$ cat config.mk
export PLATFORM = sky130hd
export DESIGN_NAME = pbfns_fifo
export DESIGN_NICKNAME = d
export VERILOG_FILES = /design/src/rtl/core/port_bitmap_find_next_set_macros.svh /design/src/rtl/core/pbfns_pkg.sv /design/src/rtl/core/pbfns_fifo.sv
export SDC_FILE = /design/constraint.sdc
export NUM_CORES = 1
export LEC_CHECK = 0
export ABC_AREA = 1
export BUFFER_PORTS_ARGS = -buffer_cell sky130_fd_sc_hd__buf_2
export CORE_UTILIZATION = 53
export CTS_CLUSTER_SIZE = 10
export DETAILED_ROUTE_END_ITERATION = 16
export GPL_TIMING_DRIVEN = 0
export PLACE_DENSITY = 0.88
export SETUP_SLACK_MARGIN = 0.3
export SLEW_MARGIN = 0
export SYNTH_ARGS = -nofsm -noshare
export SYNTH_HDL_FRONTEND = slang
export SYNTH_SLANG_ARGS = --single-unit
$ cat constraint.sdc
create_clock -name i_clk -period 4 [get_ports i_clk]
set_clock_uncertainty 0.1 [all_clocks]
set_input_delay 0.8 -clock i_clk [delete_from_list [all_inputs] [get_ports i_clk]]
set_output_delay 0.8 -clock i_clk [all_outputs]
set_load 0.02 [all_outputs]
$ cat src/rtl/core/port_bitmap_find_next_set_macros.svh
// Assertion macros used by the port bitmap engine.
`ifndef PORT_BITMAP_FIND_NEXT_SET_MACROS_SVH
`define PORT_BITMAP_FIND_NEXT_SET_MACROS_SVH
`ifndef SYNTHESIS
// The condition must never hold while out of reset.
`define PBFNS_NEVER(label, clk, rst_n, expr) \
    label: assert property (@(posedge clk) disable iff (!rst_n) !(expr)) \
        else $error("forbidden condition seen");
// Whenever the antecedent holds, the consequent must hold in the same cycle.
`define PBFNS_IMPLIES(label, clk, rst_n, ante, cons) \
    label: assert property (@(posedge clk) disable iff (!rst_n) (ante) |-> (cons)) \
        else $error("implication violated");
`else
`define PBFNS_NEVER(label, clk, rst_n, expr)
`define PBFNS_IMPLIES(label, clk, rst_n, ante, cons)
`endif
`endif

$ cat src/rtl/core/pbfns_pkg.sv
// Shared types and constants for the port bitmap block.
package pbfns_pkg;

    // Default geometry of the bitmap.
    localparam int PORT_COUNT_DEF = 65536;
    localparam int WORD_BITS_DEF  = 64;

    // Field widths.
    localparam int OP_W   = 3;
    localparam int PORT_W = 16;
    localparam int RANK_W = 17;
    localparam int CNT_W  = 17;

    // Depth of the queues on either side of the engine.
    localparam int QUEUE_DEPTH = 2;

    // Input opcodes.
    localparam logic [OP_W-1:0] OP_SET   = 3'd0;
    localparam logic [OP_W-1:0] OP_CLEAR = 3'd1;
    localparam logic [OP_W-1:0] OP_TEST  = 3'd2;
    localparam logic [OP_W-1:0] OP_FIND  = 3'd3;
    localparam logic [OP_W-1:0] OP_COUNT = 3'd4;
    localparam logic [OP_W-1:0] OP_TAKE  = 3'd5;

    // Work classes handed from the front end to the engine.
    typedef enum logic [2:0] {
        K_SET,
        K_CLR,
        K_TEST,
        K_FIND,
        K_TAKE,
        K_REPORT
    } t_kind;

    // A classified command. For find, port holds the first port to examine.
    typedef struct packed {
        t_kind             kind;
        logic [PORT_W-1:0] port;
        logic [RANK_W-1:0] rank;
    } t_cmd;

    // One result transaction.
    typedef struct packed {
        logic [PORT_W-1:0] result_port;
        logic              found;
        logic              bit_value;
        logic [CNT_W-1:0]  marked_count;
    } t_res;

endpackage

$ cat src/rtl/core/pbfns_fifo.sv
// Small first-in first-out queue built from registers.
module pbfns_fifo import pbfns_pkg::*; #(
    parameter int WIDTH = 8,
    parameter int DEPTH = QUEUE_DEPTH
) (
    input  logic             i_clk,
    input  logic             i_rst_n,
    input  logic             i_push,
    input  logic [WIDTH-1:0] i_data,
    output logic             o_full,
    input  logic             i_pop,
    output logic [WIDTH-1:0] o_data,
    output logic             o_empty
);
    localparam int PTR_W = (DEPTH > 1) ? $clog2(DEPTH) : 1;
    localparam int CNT_Q = $clog2(DEPTH + 1);

    logic [WIDTH-1:0] r_mem [DEPTH];
    logic [PTR_W-1:0] r_wr, n_wr;
    logic [PTR_W-1:0] r_rd, n_rd;
    logic [CNT_Q-1:0] r_cnt, n_cnt;
    logic             do_push, do_pop;

    assign o_full  = (r_cnt == CNT_Q'(DEPTH));
    assign o_empty = (r_cnt == '0);
    assign o_data  = r_mem[r_rd];
    assign do_push = i_push && !o_full;
    assign do_pop  = i_pop && !o_empty;

    // Pointer and fill-level updates, wrapping at the depth.
    always_comb begin
        n_wr  = r_wr;
        n_rd  = r_rd;
        n_cnt = r_cnt;
        if (do_push) begin
            n_wr = (r_wr == PTR_W'(DEPTH - 1)) ? '0 : r_wr + 1'b1;
        end
        if (do_pop) begin
            n_rd = (r_rd == PTR_W'(DEPTH - 1)) ? '0 : r_rd + 1'b1;
        end
        if (do_push && !do_pop) begin
            n_cnt = r_cnt + 1'b1;
        end else if (do_pop && !do_push) begin
            n_cnt = r_cnt - 1'b1;
        end
    end

    always_ff @(posedge i_clk) begin
        if (!i_rst_n) begin
            r_wr  <= '0;
            r_rd  <= '0;
            r_cnt <= '0;
        end else begin
            r_wr  <= n_wr;
            r_rd  <= n_rd;
            r_cnt <= n_cnt;
        end
    end

    // Payload storage needs no reset.
    always_ff @(posedge i_clk) begin
        if (do_push) begin
            r_mem[r_wr] <= i_data;
        end
    end

endmodule

==> flow_summary.yaml <==
die:
  ios: 22
  dieArea_um2: 1710
  die_y_um: 41.4
  row_count: 13
  start_util_pct: 60.3
  core_area_um2: 1370
  die_w_um: 41.4
clocking:
  cts_tree: "yes"
  ctsHtreeMaxLevel: 1
  ctsHoldBuffers: 0
  post-cts-setup-buffers: 0
  cts.root.buffer_cell: "clkbuf_4"
  clk_pin_slew_ns: 0.10
  cts_buffers: 3
  cts.sinks: 21
  cts_resized: 0
  worstSkewPairLatency_ns: 0.29
  cts.path.max_buffers: 2
synth:
  synthArstFlopShare_pct: 0
  synthesis.area_um2: 823
  ys_seq_area_share_pct: 70.5
  synth.top_cells.by_count: "edfxtp_1 (16), nor2_1 (10), inv_1 (8), mux2_2 (8), nand2_1 (6)"
  post-synth-top-count-cell: "edfxtp_1"
  synthCells: 63
  yosysWarningCount: 0
  synth_fp_nets: 76
  synth_area_per_cell_um2: 13.1
  synth_top_area_share_pct: 58.4
  yosysUniqueCellTypes: 15
  synth_top_area_cell: "edfxtp_1"
  synth_area_leaders: "edfxtp_1 (58%), dfxtp_1 (12%), mux2_2 (11%)"
  synth-seq-cells: 21
  synth-edff-count: 16
  synth_ff_type: "edfxtp_1"
layout:
  final_cells: 103
  syn2layout_area_growth_pct: 18.2
  nets: 102
  fillers: 93
  n_antenna_cell: 0
  drive_gt1_share_pct: 40.9
critical_path:
  cp.required_ns: 3.10
  critPathMaxFanout: 8
  cp.arrival_ns: 1.33
  cpMostUsedCell: "buf_2"
  r2r_slack_ns: 2.45
  cp_cell_sequence: "buf_2 -> mux2_2 -> buf_2"
  r2r_start: "r_cnt[0]"
  rr_worst_depth: 2
  cp-end-kind: "output port"
  path_class: "reg -> out"
  slowest_delay_ns: 0.37
  start_kind: "register"
  slowest_stage: "mux2_2"
  reg2reg_to: "r_mem[0][7]"
detailed_routing:
  drt_iter0_drc: 31
  drtAntennaViolNets: 0
  routed_wl_mm: 1.21
  wl_per_cell_um: 11.8
  dr.pass1.iters: 4
  drcViolationCount: 0
  route.vias.total: 525
  avgViaCountPerCell: 5.10
grt:
  grt_max_degree: 12
  gr-total-overflow: 0
  grt_pass1_wl_mm: 1.92
  antenna_found_initial: 0
  grt_pass1_vias: 481
  grtUsageTotal_pct: 15.1
timing:
  hold_viol_final: 0
  tightestPinTransition_ns: 0.684
  fmax_mhz: 448
  fin_crit_ns: 2.23
  fin_setup_tns_ns: 0
  slew_headroom_pct: 54.2
  setup_viol: 0
  fin_crit_sh_pct: 55.8
  rsz0062_at_grt: "no"
  slew_violations: 0
worst_hold_path:
  hold_path.class: "reg -> reg"
  min_path_cells: 2
  hold_start: "r_wr"
  hold-path-endpoint: "r_wr"
place:
  port_buffers: 21
  dp_cells: 99
  gp_congestion: 0.668
  dpl.hpwl_um: 908
outcome:
  status: "complete, no violations"
power:
  irDropWorstVdd_mv: 0.388
  p_leak_nw: 0.413
  pwr_density_cell_nw_per_um2: 620
flow_run:
  cap_violations: 0
==> metrics by stage <==
step	setup slack, ns	util, %	power [mW]	area (um2)	hold slack (ns)
6_report	1.77	71.2	0.604	973	0.416
5_1_grt	1.70	71.2	0.644	973	0.446
4_1_cts	1.75	71.2	0.608	973	0.418
3_5_place_dp	2.01	69.3	0.517	947	0.397
3_3_place_gp	2.04	69.3	0.505	947	0.380
2_1_floorplan	2.25	-	0.455	823	0.367
==> report_power, final <==
group	internal (mW)	switching [mW]
combinational	0.0799	0.132
sequential	0.279	0.0182
clock	0.0387	0.0563
total	0.397	0.207
==> cell type report <==
type                            instances  area, um2  area share (%)
Tap cell                               15       18.8            1.93
Timing Repair Buffer                   21        105            10.8
Inverter                                9       33.8            3.47
Clock buffer                            4       26.3            2.70
Multi-Input combinational cell         32        204            21.0
Sequential cell                        21        581            59.6
Buffer                                  1       5.00           0.514
==> kinds of logic (layout without fill, tap and decap cells) <==
kind of cell	Yosys count	in the layout	share of synthesized area [%]
flops	21	21	70.5
simple gates	19	19	9.42
buf+inv	10	35	4.71
mux	8	8	10.9
compound gates	4	4	2.89
fa+ha+maj	1	1	1.52
==> how the worst max path moves through the flow <==
stage	from	to	slack [ns]	cells after the start
finish	register	o_data[3]	1.77	3
global route	register	o_data[2]	1.70	3
CTS	register	o_data[3]	1.75	3
detailed placement	i_push	r_mem[1][7]	2.01	3
global placement	i_push	r_mem[1][5]	2.04	3
floorplan	register	o_data[0]	2.25	2
==> registers in the layout, indices dropped and copies added, names as in the netlist, named ones only <==
signal  cells
r_mem      16
r_cnt       2
r_rd        1
r_wr        1
==> worst max-delay path, delay by kind of cell, from the launching register on <==
kind | cells | cell delay (ns)
DFF | 1 | 0.32
buffers and inverters | 2 | 0.36
muxes | 1 | 0.37
==> placed cells by master, fill, tap and decap left out <==
cell       n
a21oi_1    1
buf_2     22
clkbuf_1   1
clkbuf_4   3
dfxtp_1    5
edfxtp_1  16
ha_1       1
inv_1      8
inv_2      1
mux2_2     8
nand2_1    6
nand3_1    1
nand4_1    1
nor2_1    10
nor2_2     1
o21ai_0    2
o21ai_2    1
==> routing by layer <==
layer	track usage (%)	vias to the layer above	part of all wire, %
li1	-	263	-
met1	15.4	241	43
met2	28.7	19	50
met3	5.22	2	6.1
met4	3.87	0	0.83
met5	0	-	0
Power figures use the tool's default switching activity.
