===== src/rtl/core/port_bitmap_find_next_set_macros.svh =====
// Assertion macros used by the port bitmap engine.
`ifndef PORT_BITMAP_FIND_NEXT_SET_MACROS_SVH
`define PORT_BITMAP_FIND_NEXT_SET_MACROS_SVH
`ifndef SYNTHESIS
// The condition must never hold while out of reset.
`define PBFNS_NEVER(label, clk, rst_n, expr) \
    label: assert property (@(posedge clk) disable iff (!rst_n) !(expr)) \
        else $error("forbidden condition seen");
// Whenever the antecedent holds, the consequent must hold in the same cycle.
`define PBFNS_IMPLIES(label, clk, rst_n, ante, cons) \
    label: assert property (@(posedge clk) disable iff (!rst_n) (ante) |-> (cons)) \
        else $error("implication violated");
`else
`define PBFNS_NEVER(label, clk, rst_n, expr)
`define PBFNS_IMPLIES(label, clk, rst_n, ante, cons)
`endif
`endif


===== src/rtl/core/pbfns_pkg.sv =====
// Shared types and constants for the port bitmap block.
package pbfns_pkg;

    // Default geometry of the bitmap.
    localparam int PORT_COUNT_DEF = 65536;
    localparam int WORD_BITS_DEF  = 64;

    // Field widths.
    localparam int OP_W   = 3;
    localparam int PORT_W = 16;
    localparam int RANK_W = 17;
    localparam int CNT_W  = 17;

    // Depth of the queues on either side of the engine.
    localparam int QUEUE_DEPTH = 2;

    // Input opcodes.
    localparam logic [OP_W-1:0] OP_SET   = 3'd0;
    localparam logic [OP_W-1:0] OP_CLEAR = 3'd1;
    localparam logic [OP_W-1:0] OP_TEST  = 3'd2;
    localparam logic [OP_W-1:0] OP_FIND  = 3'd3;
    localparam logic [OP_W-1:0] OP_COUNT = 3'd4;
    localparam logic [OP_W-1:0] OP_TAKE  = 3'd5;

    // Work classes handed from the front end to the engine.
    typedef enum logic [2:0] {
        K_SET,
        K_CLR,
        K_TEST,
        K_FIND,
        K_TAKE,
        K_REPORT
    } t_kind;

    // A classified command. For find, port holds the first port to examine.
    typedef struct packed {
        t_kind             kind;
        logic [PORT_W-1:0] port;
        logic [RANK_W-1:0] rank;
    } t_cmd;

    // One result transaction.
    typedef struct packed {
        logic [PORT_W-1:0] result_port;
        logic              found;
        logic              bit_value;
        logic [CNT_W-1:0]  marked_count;
    } t_res;

endpackage


===== src/rtl/core/pbfns_fifo.sv =====
// Small first-in first-out queue built from registers.
module pbfns_fifo import pbfns_pkg::*; #(
    parameter int WIDTH = 8,
    parameter int DEPTH = QUEUE_DEPTH
) (
    input  logic             i_clk,
    input  logic             i_rst_n,
    input  logic             i_push,
    input  logic [WIDTH-1:0] i_data,
    output logic             o_full,
    input  logic             i_pop,
    output logic [WIDTH-1:0] o_data,
    output logic             o_empty
);
    localparam int PTR_W = (DEPTH > 1) ? $clog2(DEPTH) : 1;
    localparam int CNT_Q = $clog2(DEPTH + 1);

    logic [WIDTH-1:0] r_mem [DEPTH];
    logic [PTR_W-1:0] r_wr, n_wr;
    logic [PTR_W-1:0] r_rd, n_rd;
    logic [CNT_Q-1:0] r_cnt, n_cnt;
    logic             do_push, do_pop;

    assign o_full  = (r_cnt == CNT_Q'(DEPTH));
    assign o_empty = (r_cnt == '0);
    assign o_data  = r_mem[r_rd];
    assign do_push = i_push && !o_full;
    assign do_pop  = i_pop && !o_empty;

    // Pointer and fill-level updates, wrapping at the depth.
    always_comb begin
        n_wr  = r_wr;
        n_rd  = r_rd;
        n_cnt = r_cnt;
        if (do_push) begin
            n_wr = (r_wr == PTR_W'(DEPTH - 1)) ? '0 : r_wr + 1'b1;
        end
        if (do_pop) begin
            n_rd = (r_rd == PTR_W'(DEPTH - 1)) ? '0 : r_rd + 1'b1;
        end
        if (do_push && !do_pop) begin
            n_cnt = r_cnt + 1'b1;
        end else if (do_pop && !do_push) begin
            n_cnt = r_cnt - 1'b1;
        end
    end

    always_ff @(posedge i_clk) begin
        if (!i_rst_n) begin
            r_wr  <= '0;
            r_rd  <= '0;
            r_cnt <= '0;
        end else begin
            r_wr  <= n_wr;
            r_rd  <= n_rd;
            r_cnt <= n_cnt;
        end
    end

    // Payload storage needs no reset.
    always_ff @(posedge i_clk) begin
        if (do_push) begin
            r_mem[r_wr] <= i_data;
        end
    end

endmodule


===== src/rtl/core/pbfns_front.sv =====
// Front end: accepts input transactions, classifies them and queues commands.
module pbfns_front import pbfns_pkg::*; #(
    parameter int PORT_COUNT = PORT_COUNT_DEF
) (
    input  logic              i_clk,
    input  logic              i_rst_n,
    input  logic              i_push,
    output logic              o_full,
    input  logic [OP_W-1:0]   i_opcode,
    input  logic [PORT_W-1:0] i_port,
    input  logic [RANK_W-1:0] i_rank,
    input  logic              i_hold,
    input  logic              i_cmd_pop,
    output logic              o_cmd_empty,
    output t_cmd              o_cmd
);
    t_cmd            cmd;
    logic            q_full;
    logic            in_map;
    logic [PORT_W:0] next_port;
    logic [$bits(t_cmd)-1:0] q_out;

    assign in_map    = (32'(i_port) < PORT_COUNT);
    assign next_port = {1'b0, i_port} + 1'b1;

    // Operations that can have no effect are reduced to a plain report.
    always_comb begin
        cmd.port = i_port;
        cmd.rank = i_rank;
        unique case (i_opcode)
            OP_SET:   cmd.kind = in_map ? K_SET : K_REPORT;
            OP_CLEAR: cmd.kind = in_map ? K_CLR : K_REPORT;
            OP_TEST:  cmd.kind = in_map ? K_TEST : K_REPORT;
            OP_FIND: begin
                cmd.port = next_port[PORT_W-1:0];
                cmd.kind = (32'(next_port) < PORT_COUNT) ? K_FIND : K_REPORT;
            end
            OP_COUNT: cmd.kind = K_REPORT;
            OP_TAKE:  cmd.kind = (i_rank != '0) ? K_TAKE : K_REPORT;
            default:  cmd.kind = K_REPORT;
        endcase
    end

    // Nothing is taken in while the engine clears the bitmap.
    assign o_full = q_full || i_hold;
    assign o_cmd  = t_cmd'(q_out);

    pbfns_fifo #(
        .WIDTH ($bits(t_cmd)),
        .DEPTH (QUEUE_DEPTH)
    ) u_cmd_q (
        .i_clk   (i_clk),
        .i_rst_n (i_rst_n),
        .i_push  (i_push && !i_hold),
        .i_data  (cmd),
        .o_full  (q_full),
        .i_pop   (i_cmd_pop),
        .o_data  (q_out),
        .o_empty (o_cmd_empty)
    );

endmodule


===== config.mk =====
export PLATFORM = sky130hd
export DESIGN_NAME = pbfns_front
export DESIGN_NICKNAME = d
export VERILOG_FILES = /design/src/rtl/core/port_bitmap_find_next_set_macros.svh /design/src/rtl/core/pbfns_pkg.sv /design/src/rtl/core/pbfns_fifo.sv /design/src/rtl/core/pbfns_front.sv
export SDC_FILE = /design/constraint.sdc
export NUM_CORES = 1
export LEC_CHECK = 0
export ABC_AREA = 1
export BUFFER_PORTS_ARGS = -buffer_cell sky130_fd_sc_hd__buf_2
export CAP_MARGIN = 20
export CORE_ASPECT_RATIO = 1.75
export CORE_MARGIN = 2
export CORE_UTILIZATION = 40
export DETAILED_ROUTE_END_ITERATION = 12
export PLACE_DENSITY = 0.63
export SLEW_MARGIN = 20
export SYNTH_ARGS = -nofsm -noshare
export SYNTH_HDL_FRONTEND = slang
export SYNTH_HIERARCHICAL = 1
export SYNTH_SLANG_ARGS = --single-unit

===== constraint.sdc =====
create_clock -name i_clk -period 2.71 [get_ports i_clk]
set_clock_uncertainty 0.15 [all_clocks]
set_input_delay 0.271 -clock i_clk [delete_from_list [all_inputs] [get_ports i_clk]]
set_output_delay 0.271 -clock i_clk [all_outputs]
set_load 0.05 [all_outputs]

==> report_table.html, run 1 <==
<table>
<tr><th>Metric</th><th>Value</th></tr>
<tr><th colspan="2">Outcome</th></tr>
<tr><td>Run status</td><td>completed</td></tr>
<tr><th colspan="2">STA</th></tr>
<tr><td>Hold_ws</td><td>20.66 ps</td></tr>
<tr><td>Number of max-slew violations in the final report</td><td>0</td></tr>
<tr><td>Post-Route Setup TNS</td><td>0 ps</td></tr>
<tr><td>Worst slew margin</td><td>65.68%</td></tr>
<tr><td>Highest attainable clock frequency</td><td>about 450 MHz</td></tr>
<tr><td>Post-layout minimum cycle time</td><td>2214 ps</td></tr>
<tr><td>Share of the cycle needed by the critical path after routing</td><td>81.70%</td></tr>
<tr><td>RSZ-0062 raised after global routing</td><td>no</td></tr>
<tr><td>Final Hold Violating Endpoints</td><td>0</td></tr>
<tr><td>Slew at the pin closest to its max-slew limit</td><td>514.8 ps</td></tr>
<tr><td>Endpoints failing setup</td><td>0</td></tr>
<tr><th colspan="2">Synthesis</th></tr>
<tr><td>Post-synthesis instance area</td><td>0.003540 mm²</td></tr>
<tr><td>Leading area contributor after synthesis</td><td>sky130_fd_sc_hd__edfxtp_1</td></tr>
<tr><td>Synthesized instance count</td><td>258</td></tr>
<tr><td>Synth async-reset ratio</td><td>0%</td></tr>
<tr><td>Most frequent cells after synthesis</td><td>72 x sky130_fd_sc_hd__edfxtp_1, 47 x sky130_fd_sc_hd__nand2_1, 30 x sky130_fd_sc_hd__mux2_4</td></tr>
<tr><td>Most numerous cell in the Yosys netlist</td><td>sky130_fd_sc_hd__edfxtp_1</td></tr>
<tr><td>Synthesized area per cell</td><td>13.72 µm²</td></tr>
<tr><td>Synthesized netlist net count</td><td>about 300</td></tr>
<tr><td>Top-area cell type share of the netlist area</td><td>roughly three fifths</td></tr>
<tr><td>Number of enable-type register cells in the synthesized netlist</td><td>72</td></tr>
<tr><td>Share of synthesized area occupied by flip-flops and latches</td><td>approximately 64%</td></tr>
<tr><td>Top area cells in the synthesized netlist</td><td>sky130_fd_sc_hd__edfxtp_1 61%, sky130_fd_sc_hd__mux2_4 13%, sky130_fd_sc_hd__nand2_1 5.0%</td></tr>
<tr><td>Synthesis Warnings</td><td>6</td></tr>
<tr><td>Number of distinct library cell variants in the gate-level netlist after synthesis</td><td>25</td></tr>
<tr><td>Top flip-flop cell by instance count after synthesis</td><td>sky130_fd_sc_hd__edfxtp_1</td></tr>
<tr><td>Synth Register Bits</td><td>77</td></tr>
<tr><th colspan="2">Global routing</th></tr>
<tr><td>All-layer global routing usage</td><td>14.28%</td></tr>
<tr><td>Global-route wire length before repair</td><td>9784 µm</td></tr>
<tr><td>Maximum number of pins on one net before global-route repair</td><td>37</td></tr>
<tr><td>Total congestion overflow after global routing</td><td>0</td></tr>
<tr><td>Vias in the first global route</td><td>2091</td></tr>
<tr><td>Number of antenna violations at the first check in global routing</td><td>0</td></tr>
<tr><th colspan="2">Routing</th></tr>
<tr><td>1st-iter DRT viols</td><td>between 100 and 150</td></tr>
<tr><td>Overall routed net length</td><td>6485 µm</td></tr>
<tr><td>Number of optimization iterations in the first detailed-route pass</td><td>6</td></tr>
<tr><td>DR WL/cell</td><td>about 13 µm</td></tr>
<tr><td>Total via count after detailed routing</td><td>2175</td></tr>
<tr><td>Post-route DRC</td><td>0</td></tr>
<tr><td>Antenna violation net count after detailed routing</td><td>0</td></tr>
<tr><td>Via density</td><td>around 4.5</td></tr>
<tr><th colspan="2">Setup path</th></tr>
<tr><td>Required time of the worst setup path</td><td>2290 ps</td></tr>
<tr><td>Critical path cell sequence</td><td>buf_4, mux2_4, buf_2</td></tr>
<tr><td>Worst setup EP type</td><td>primary output</td></tr>
<tr><td>Max stage delay on crit path</td><td>570 ps</td></tr>
<tr><td>Worst-path cell with the longest stage delay</td><td>sky130_fd_sc_hd__dfxtp_2</td></tr>
<tr><td>Crit Path Class</td><td>reg2out</td></tr>
<tr><td>Number of buffers and inverters on the critical path</td><td>2</td></tr>
<tr><td>Critical path's top delay family</td><td>flip-flops</td></tr>
<tr><td>CP max FO</td><td>14</td></tr>
<tr><td>Launching element type of the critical path</td><td>flip-flop</td></tr>
<tr><td>Crit path arrival time</td><td>between 1500 and 2000 ps</td></tr>
<tr><th colspan="2">Clock tree</th></tr>
<tr><td>Clock tree buffer depth</td><td>2</td></tr>
<tr><td>Clock Root Buffer</td><td>sky130_fd_sc_hd__clkbuf_16</td></tr>
<tr><td>Clock transition time at the flip-flop clock pins of the worst setup and hold paths</td><td>~50 ps</td></tr>
<tr><td>Resize count post-CTS</td><td>0</td></tr>
<tr><td>Cts bufs inserted</td><td>9</td></tr>
<tr><td>Clock latency of the later-clocked register in the worst-skew pair</td><td>around 330 ps</td></tr>
<tr><td>Setup Buffers After CTS</td><td>0</td></tr>
<tr><td>Depth of the CTS H-tree</td><td>3</td></tr>
<tr><td>Hold-fix buffers, CTS</td><td>16</td></tr>
<tr><td>Clock tree sinks</td><td>77</td></tr>
<tr><td>TritonCTS clock tree</td><td>built</td></tr>
<tr><th colspan="2">Placed design</th></tr>
<tr><td>Final weighted congestion in routability-driven placement</td><td>0.7900</td></tr>
<tr><td>Detailed placement HPWL</td><td>4550 µm</td></tr>
<tr><td>Port Buffer Count</td><td>between 70 and 80</td></tr>
<tr><td>Instance area at placement</td><td>roughly 0.0041 mm²</td></tr>
<tr><th colspan="2">Floorplan</th></tr>
<tr><td>Starting Density</td><td>41.09%</td></tr>
<tr><td>Placement Rows</td><td>45</td></tr>
<tr><td>Core area</td><td>0.008615 mm²</td></tr>
<tr><td>Die Wd</td><td>75.11 µm</td></tr>
<tr><td>IO Pins</td><td>79</td></tr>
<tr><td>Die height</td><td>128.4 µm</td></tr>
<tr><td>Die area</td><td>between 0.009 and 0.01 mm²</td></tr>
<tr><th colspan="2">Final layout</th></tr>
<tr><td>Layout overhead on the synthesized area</td><td>28.28%</td></tr>
<tr><td>Multi-input gate area</td><td>0.001135 mm²</td></tr>
<tr><td>Ratio of cells with drive above 1 in the final layout</td><td>38.96%</td></tr>
<tr><td>Total non-filler cell area in the finished layout</td><td>0.004541 mm²</td></tr>
<tr><td>Total Nets Final</td><td>406</td></tr>
<tr><td>Fill cell total of the finished layout</td><td>745</td></tr>
<tr><td>Antenna diode instance count</td><td>0</td></tr>
<tr><td>Register Area</td><td>between 0.002 and 0.0025 mm²</td></tr>
<tr><th colspan="2">Pwr</th></tr>
<tr><td>Pwr dens</td><td>803.8 mW/mm²</td></tr>
<tr><td>Maximum vdd ir drop</td><td>around 0.38 mV</td></tr>
<tr><td>Leak Pwr</td><td>1.844 nW</td></tr>
<tr><th colspan="2">Hold path</th></tr>
<tr><td>Worst hold-check path type</td><td>in2reg</td></tr>
<tr><th colspan="2">Flow run</th></tr>
<tr><td>MaxCap Viol Count</td><td>0</td></tr>
</table>
## logic make-up (layout without fill, tap and decap cells)
group | after synthesis | after routing | synth area share (%)
xor+xnor | 10 | 10 | 2.474
mux | 36 | 36 | 14.63
compound gates | 8 | 8 | 1.237
fa+ha+maj | 2 | 2 | 0.7069
simple gates | 98 | 98 | 12.58
buf+inv | 27 | 136 | 4.454
flops | 77 | 77 | 63.91
## per-layer routing
layer  share of wire (%)  global-route usage, %
met1                  37                  14.47
met2                  56                  25.23
met3                 4.7                  4.385
met4                 2.7                  7.563
met5                   0                      0
## worst reg2reg max path: stages (launching register included)
cell                      delay (ps)
sky130_fd_sc_hd__dfxtp_1         350
sky130_fd_sc_hd__inv_1            80
sky130_fd_sc_hd__o21ai_2         280
sky130_fd_sc_hd__inv_1           110
sky130_fd_sc_hd__ha_1            330
sky130_fd_sc_hd__inv_1            80
sky130_fd_sc_hd__nand3_1          80
sky130_fd_sc_hd__nand2_1          60
sky130_fd_sc_hd__inv_1            40
sky130_fd_sc_hd__nor2_1           90
## layout make-up
class	instances	area share, %
clock buffer	10	5.043
clock inverter	5	2.204
inverter	23	1.901
multi-input combinational	154	24.99
sequential	77	49.85
tap	117	3.224
timing repair buffer	98	12.79
## metrics by stage
step                instances  utilization, %  total power, W  worst slack, ps
global placement          453           47.03        0.002345            824.8
detailed placement        453           47.03        0.002354            809.8
CTS                       484           52.71        0.003694            451.9
finish                    484           52.71        0.003650            495.9
global route              484           52.71        0.003799            399.5
floorplan                 258               -        0.002201            128.2
## flip-flops by register name, summed over array words and instances, names as in the netlist, named ones only
name / count
u_cmd_q/r_mem: 72
u_cmd_q/r_cnt: 2
u_cmd_q/r_rd: 1
u_cmd_q/r_wr: 1
## layout by cell type, fill, tap and decap left out, types with 9 or more instances in the layout
cell type                        n
sky130_fd_sc_hd__nor2_1         26
sky130_fd_sc_hd__edfxtp_1       72
sky130_fd_sc_hd__dlygate4sd3_1  16
sky130_fd_sc_hd__inv_1          22
sky130_fd_sc_hd__nand2_1        47
sky130_fd_sc_hd__clkbuf_16       9
sky130_fd_sc_hd__mux2_4         30
sky130_fd_sc_hd__buf_2          78
## worst paths after layout
kind,from,to,slack (ps),cells after the start
hold reg to reg,u_cmd_q/r_rd,u_cmd_q/r_rd,360,2
hold / removal,i_rank[1],u_cmd_q/r_mem[1][1],20,1
setup reg to reg,u_cmd_q/r_cnt[1],u_cmd_q/r_cnt[1],1000,9
setup / recovery,flip-flop,o_cmd[31],500,3
## power breakdown
group	internal, W	switching, W	leakage (nW)
combinational	0.000303	0.000595	0.981
clock	0.000890	0.000423	0.162
sequential	0.00139	0.0000469	0.701
Power figures use the tool's default switching activity.
==> run 2: changes to the inputs <==
--- a/config.mk
+++ b/config.mk
@@ -12,7 +12,7 @@
 export CORE_MARGIN = 2
 export CORE_UTILIZATION = 40
 export DETAILED_ROUTE_END_ITERATION = 12
-export PLACE_DENSITY = 0.63
+export PLACE_DENSITY = 0.61
 export SLEW_MARGIN = 20
 export SYNTH_ARGS = -nofsm -noshare
 export SYNTH_HDL_FRONTEND = slang
==> constraint.sdc (replaced) <==
create_clock -name i_clk -period 2.1 [get_ports i_clk]
set_clock_uncertainty 0.15 [all_clocks]
set_input_delay 0.21 -clock i_clk [delete_from_list [all_inputs] [get_ports i_clk]]
set_output_delay 0.21 -clock i_clk [all_outputs]
set_load 0.05 [all_outputs]
==> run 2 against run 1 <==
Cell count up 0.41%; hold slack better by 62 ps; sequential power up 27%; critical path type unchanged.
==> report_table.html, run 2 (same netlist as run 1, synthesis figures left out) <==
<table>
<tr><th>Metric</th><th>Value</th></tr>
<tr><th colspan="2">Outcome</th></tr>
<tr><td>Run status</td><td>completed</td></tr>
<tr><th colspan="2">Final layout</th></tr>
<tr><td>Commonest cells after routing, fill and taps aside</td><td>78 x sky130_fd_sc_hd__buf_2, 72 x sky130_fd_sc_hd__edfxtp_1, 47 x sky130_fd_sc_hd__nand2_1</td></tr>
<tr><td>Most common cell after layout, fill and taps aside</td><td>sky130_fd_sc_hd__buf_2</td></tr>
<tr><td>Antenna diode instance count</td><td>0</td></tr>
<tr><td>Total non-filler cell area in the finished layout</td><td>around 0.0045 mm²</td></tr>
<tr><td>Total Nets Final</td><td>407</td></tr>
<tr><td>Ratio of cells with drive above 1 in the final layout</td><td>37.67%</td></tr>
<tr><td>Layout overhead on the synthesized area</td><td>28.35%</td></tr>
<tr><td>Largest registers</td><td>u_cmd_q/r_mem x72, u_cmd_q/r_cnt x2</td></tr>
<tr><td>Register bank with the most flops</td><td>u_cmd_q/r_mem</td></tr>
<tr><td>Post-Route Utilization</td><td>between 50% and 60%</td></tr>
<tr><td>Post-Layout Cell Count</td><td>486</td></tr>
<tr><td>Max reg flops</td><td>72</td></tr>
<tr><th colspan="2">Routing</th></tr>
<tr><td>Post-route DRC</td><td>0</td></tr>
<tr><td>Total via count after detailed routing</td><td>about 2200</td></tr>
<tr><td>Via density</td><td>roughly 4.5</td></tr>
<tr><td>1st-iter DRT viols</td><td>76</td></tr>
<tr><td>Antenna violation net count after detailed routing</td><td>0</td></tr>
<tr><td>DR WL/cell</td><td>12.87 µm</td></tr>
<tr><td>Overall routed net length</td><td>6257 µm</td></tr>
<tr><td>Number of optimization iterations in the first detailed-route pass</td><td>4</td></tr>
<tr><th colspan="2">Setup path</th></tr>
<tr><td>R2R Path Start</td><td>u_cmd_q/r_cnt[1]</td></tr>
<tr><td>Crit path arrival time</td><td>approximately 1500 ps</td></tr>
<tr><td>Launching element type of the critical path</td><td>flip-flop</td></tr>
<tr><td>Crit Path Class</td><td>reg2out</td></tr>
<tr><td>CP max FO</td><td>36</td></tr>
<tr><td>Required time of the worst setup path</td><td>around 1700 ps</td></tr>
<tr><td>Worst setup EP type</td><td>primary output</td></tr>
<tr><th colspan="2">Clock tree</th></tr>
<tr><td>Clock Root Buffer</td><td>sky130_fd_sc_hd__clkbuf_16</td></tr>
<tr><td>Depth of the CTS H-tree</td><td>3</td></tr>
<tr><td>TritonCTS clock tree</td><td>built</td></tr>
<tr><td>Clock tree sinks</td><td>77</td></tr>
<tr><td>Clock transition time at the flip-flop clock pins of the worst setup and hold paths</td><td>50 ps</td></tr>
<tr><td>Resize count post-CTS</td><td>0</td></tr>
<tr><td>Cts bufs inserted</td><td>9</td></tr>
<tr><td>Clock latency of the later-clocked register in the worst-skew pair</td><td>approximately 320 ps</td></tr>
<tr><td>Clock tree buffer depth</td><td>2</td></tr>
<tr><th colspan="2">Global routing</th></tr>
<tr><td>Global-route wire length before repair</td><td>9660 µm</td></tr>
<tr><td>Number of antenna violations at the first check in global routing</td><td>0</td></tr>
<tr><td>Vias in the first global route</td><td>between 2000 and 2500</td></tr>
<tr><td>Total congestion overflow after global routing</td><td>0</td></tr>
<tr><td>Maximum number of pins on one net before global-route repair</td><td>37</td></tr>
<tr><td>All-layer global routing usage</td><td>13.77%</td></tr>
<tr><th colspan="2">STA</th></tr>
<tr><td>Endpoints failing setup</td><td>0</td></tr>
<tr><td>RSZ-0062 raised after global routing</td><td>no</td></tr>
<tr><td>Slew at the pin closest to its max-slew limit</td><td>roughly 320 ps</td></tr>
<tr><td>Final Hold Violating Endpoints</td><td>0</td></tr>
<tr><td>Highest attainable clock frequency</td><td>532.0 MHz</td></tr>
<tr><td>Share of the cycle needed by the critical path after routing</td><td>89.51%</td></tr>
<tr><td>Number of max-slew violations in the final report</td><td>0</td></tr>
<tr><td>Worst slew margin</td><td>78.40%</td></tr>
<tr><td>Post-layout minimum cycle time</td><td>1880 ps</td></tr>
<tr><th colspan="2">Hold path</th></tr>
<tr><td>Worst hold-check path type</td><td>in2reg</td></tr>
<tr><td>Hold path start</td><td>i_port[15]</td></tr>
<tr><th colspan="2">Floorplan</th></tr>
<tr><td>Die height</td><td>128.4 µm</td></tr>
<tr><td>Placement Rows</td><td>45</td></tr>
<tr><td>Die Wd</td><td>75.11 µm</td></tr>
<tr><td>Die area</td><td>0.009648 mm²</td></tr>
<tr><td>Starting Density</td><td>41.09%</td></tr>
<tr><td>Core area</td><td>~0.0086 mm²</td></tr>
<tr><td>IO Pins</td><td>79</td></tr>
<tr><th colspan="2">Pwr</th></tr>
<tr><td>Maximum vdd ir drop</td><td>0.4704 mV</td></tr>
<tr><td>Leak Pwr</td><td>around 1.8 nW</td></tr>
<tr><td>Pwr dens</td><td>around 980 mW/mm²</td></tr>
<tr><th colspan="2">Placed design</th></tr>
<tr><td>Detailed placement HPWL</td><td>4437 µm</td></tr>
<tr><td>Instance area at placement</td><td>a little over 0.004 mm²</td></tr>
<tr><td>Placed cell count</td><td>452</td></tr>
<tr><td>Final weighted congestion in routability-driven placement</td><td>0.7846</td></tr>
<tr><td>Port Buffer Count</td><td>78</td></tr>
<tr><th colspan="2">Flow run</th></tr>
<tr><td>MaxCap Viol Count</td><td>0</td></tr>
</table>
## run 2: cell types whose count changed in the layout (fill, tap and decap cells not counted), sizes merged
cell and change:
buf -1, bufinv -2, clkbuf -1, clkinv +3
clkinvlp +1, dlygate4sd3 +2
## run 2: cell type report
type | instances | area (µm²)
clock buffers | 9 | 225.2
multi-input cells | 154 | 1135
clock inverters | 7 | 56.30
repair buffers | 99 | 630.6
inverters | 23 | 86.33
well taps | 117 | 146.4
fillers | 753 | 4071
flip-flops and latches | 77 | 2263
## run 2: critical path, cell delays in order (launching register included)
cell and delay, ps:
sky130_fd_sc_hd__dfxtp_2 330, sky130_fd_sc_hd__buf_12 260, sky130_fd_sc_hd__mux2_2 380, sky130_fd_sc_hd__buf_2 210
## run 2: path summary, 6_finish.rpt
kind	endpoint	slack, ps	cells past startpoint
hold / removal	u_cmd_q/r_mem[0][32]	80	3
hold reg to reg	flip-flop	360	2
setup reg to reg	u_cmd_q/r_cnt[1]	380	9
setup / recovery	o_cmd[19]	220	3
## run 2: metrics by stage
stage	TNS (ps)	setup slack [ps]	hold slack, ps	power [W]
after floorplan	-34360	-477.2	158.9	0.002840
after CTS	0	176.2	65.45	0.004531
final	0	220.3	82.86	0.004465
after detailed placement	0	377.8	268.5	0.003063
after global routing	0	149.5	73.52	0.004665
after global placement	0	409.5	265.2	0.003044
## run 2: power by group
| group | internal (W) | leakage [nW] | total, W | switching, W |
|---|---|---|---|---|
| Combinational | 0.000408 | 0.993 | 0.00121 | 0.000799 |
| Sequential | 0.00179 | 0.701 | 0.00183 | 0.0000358 |
| Clock | 0.000897 | 0.133 | 0.00143 | 0.000530 |
## run 2: routing by layer
layer / up-vias / part of all wire [%] / track usage [%]
li1: 1112 / - / -
met1: 1015 / 37 / 13.08
met2: 54 / 58 / 26.01
met3: 4 / 4.4 / 4.699
met4: 0 / 0.82 / 5.042
met5: - / 0 / 0
## run 2: repair_timing
item                      4_1_cts  5_1_grt
hold buffers                   18        0
hold endpoints to repair       37        0
buffers inserted                0        0
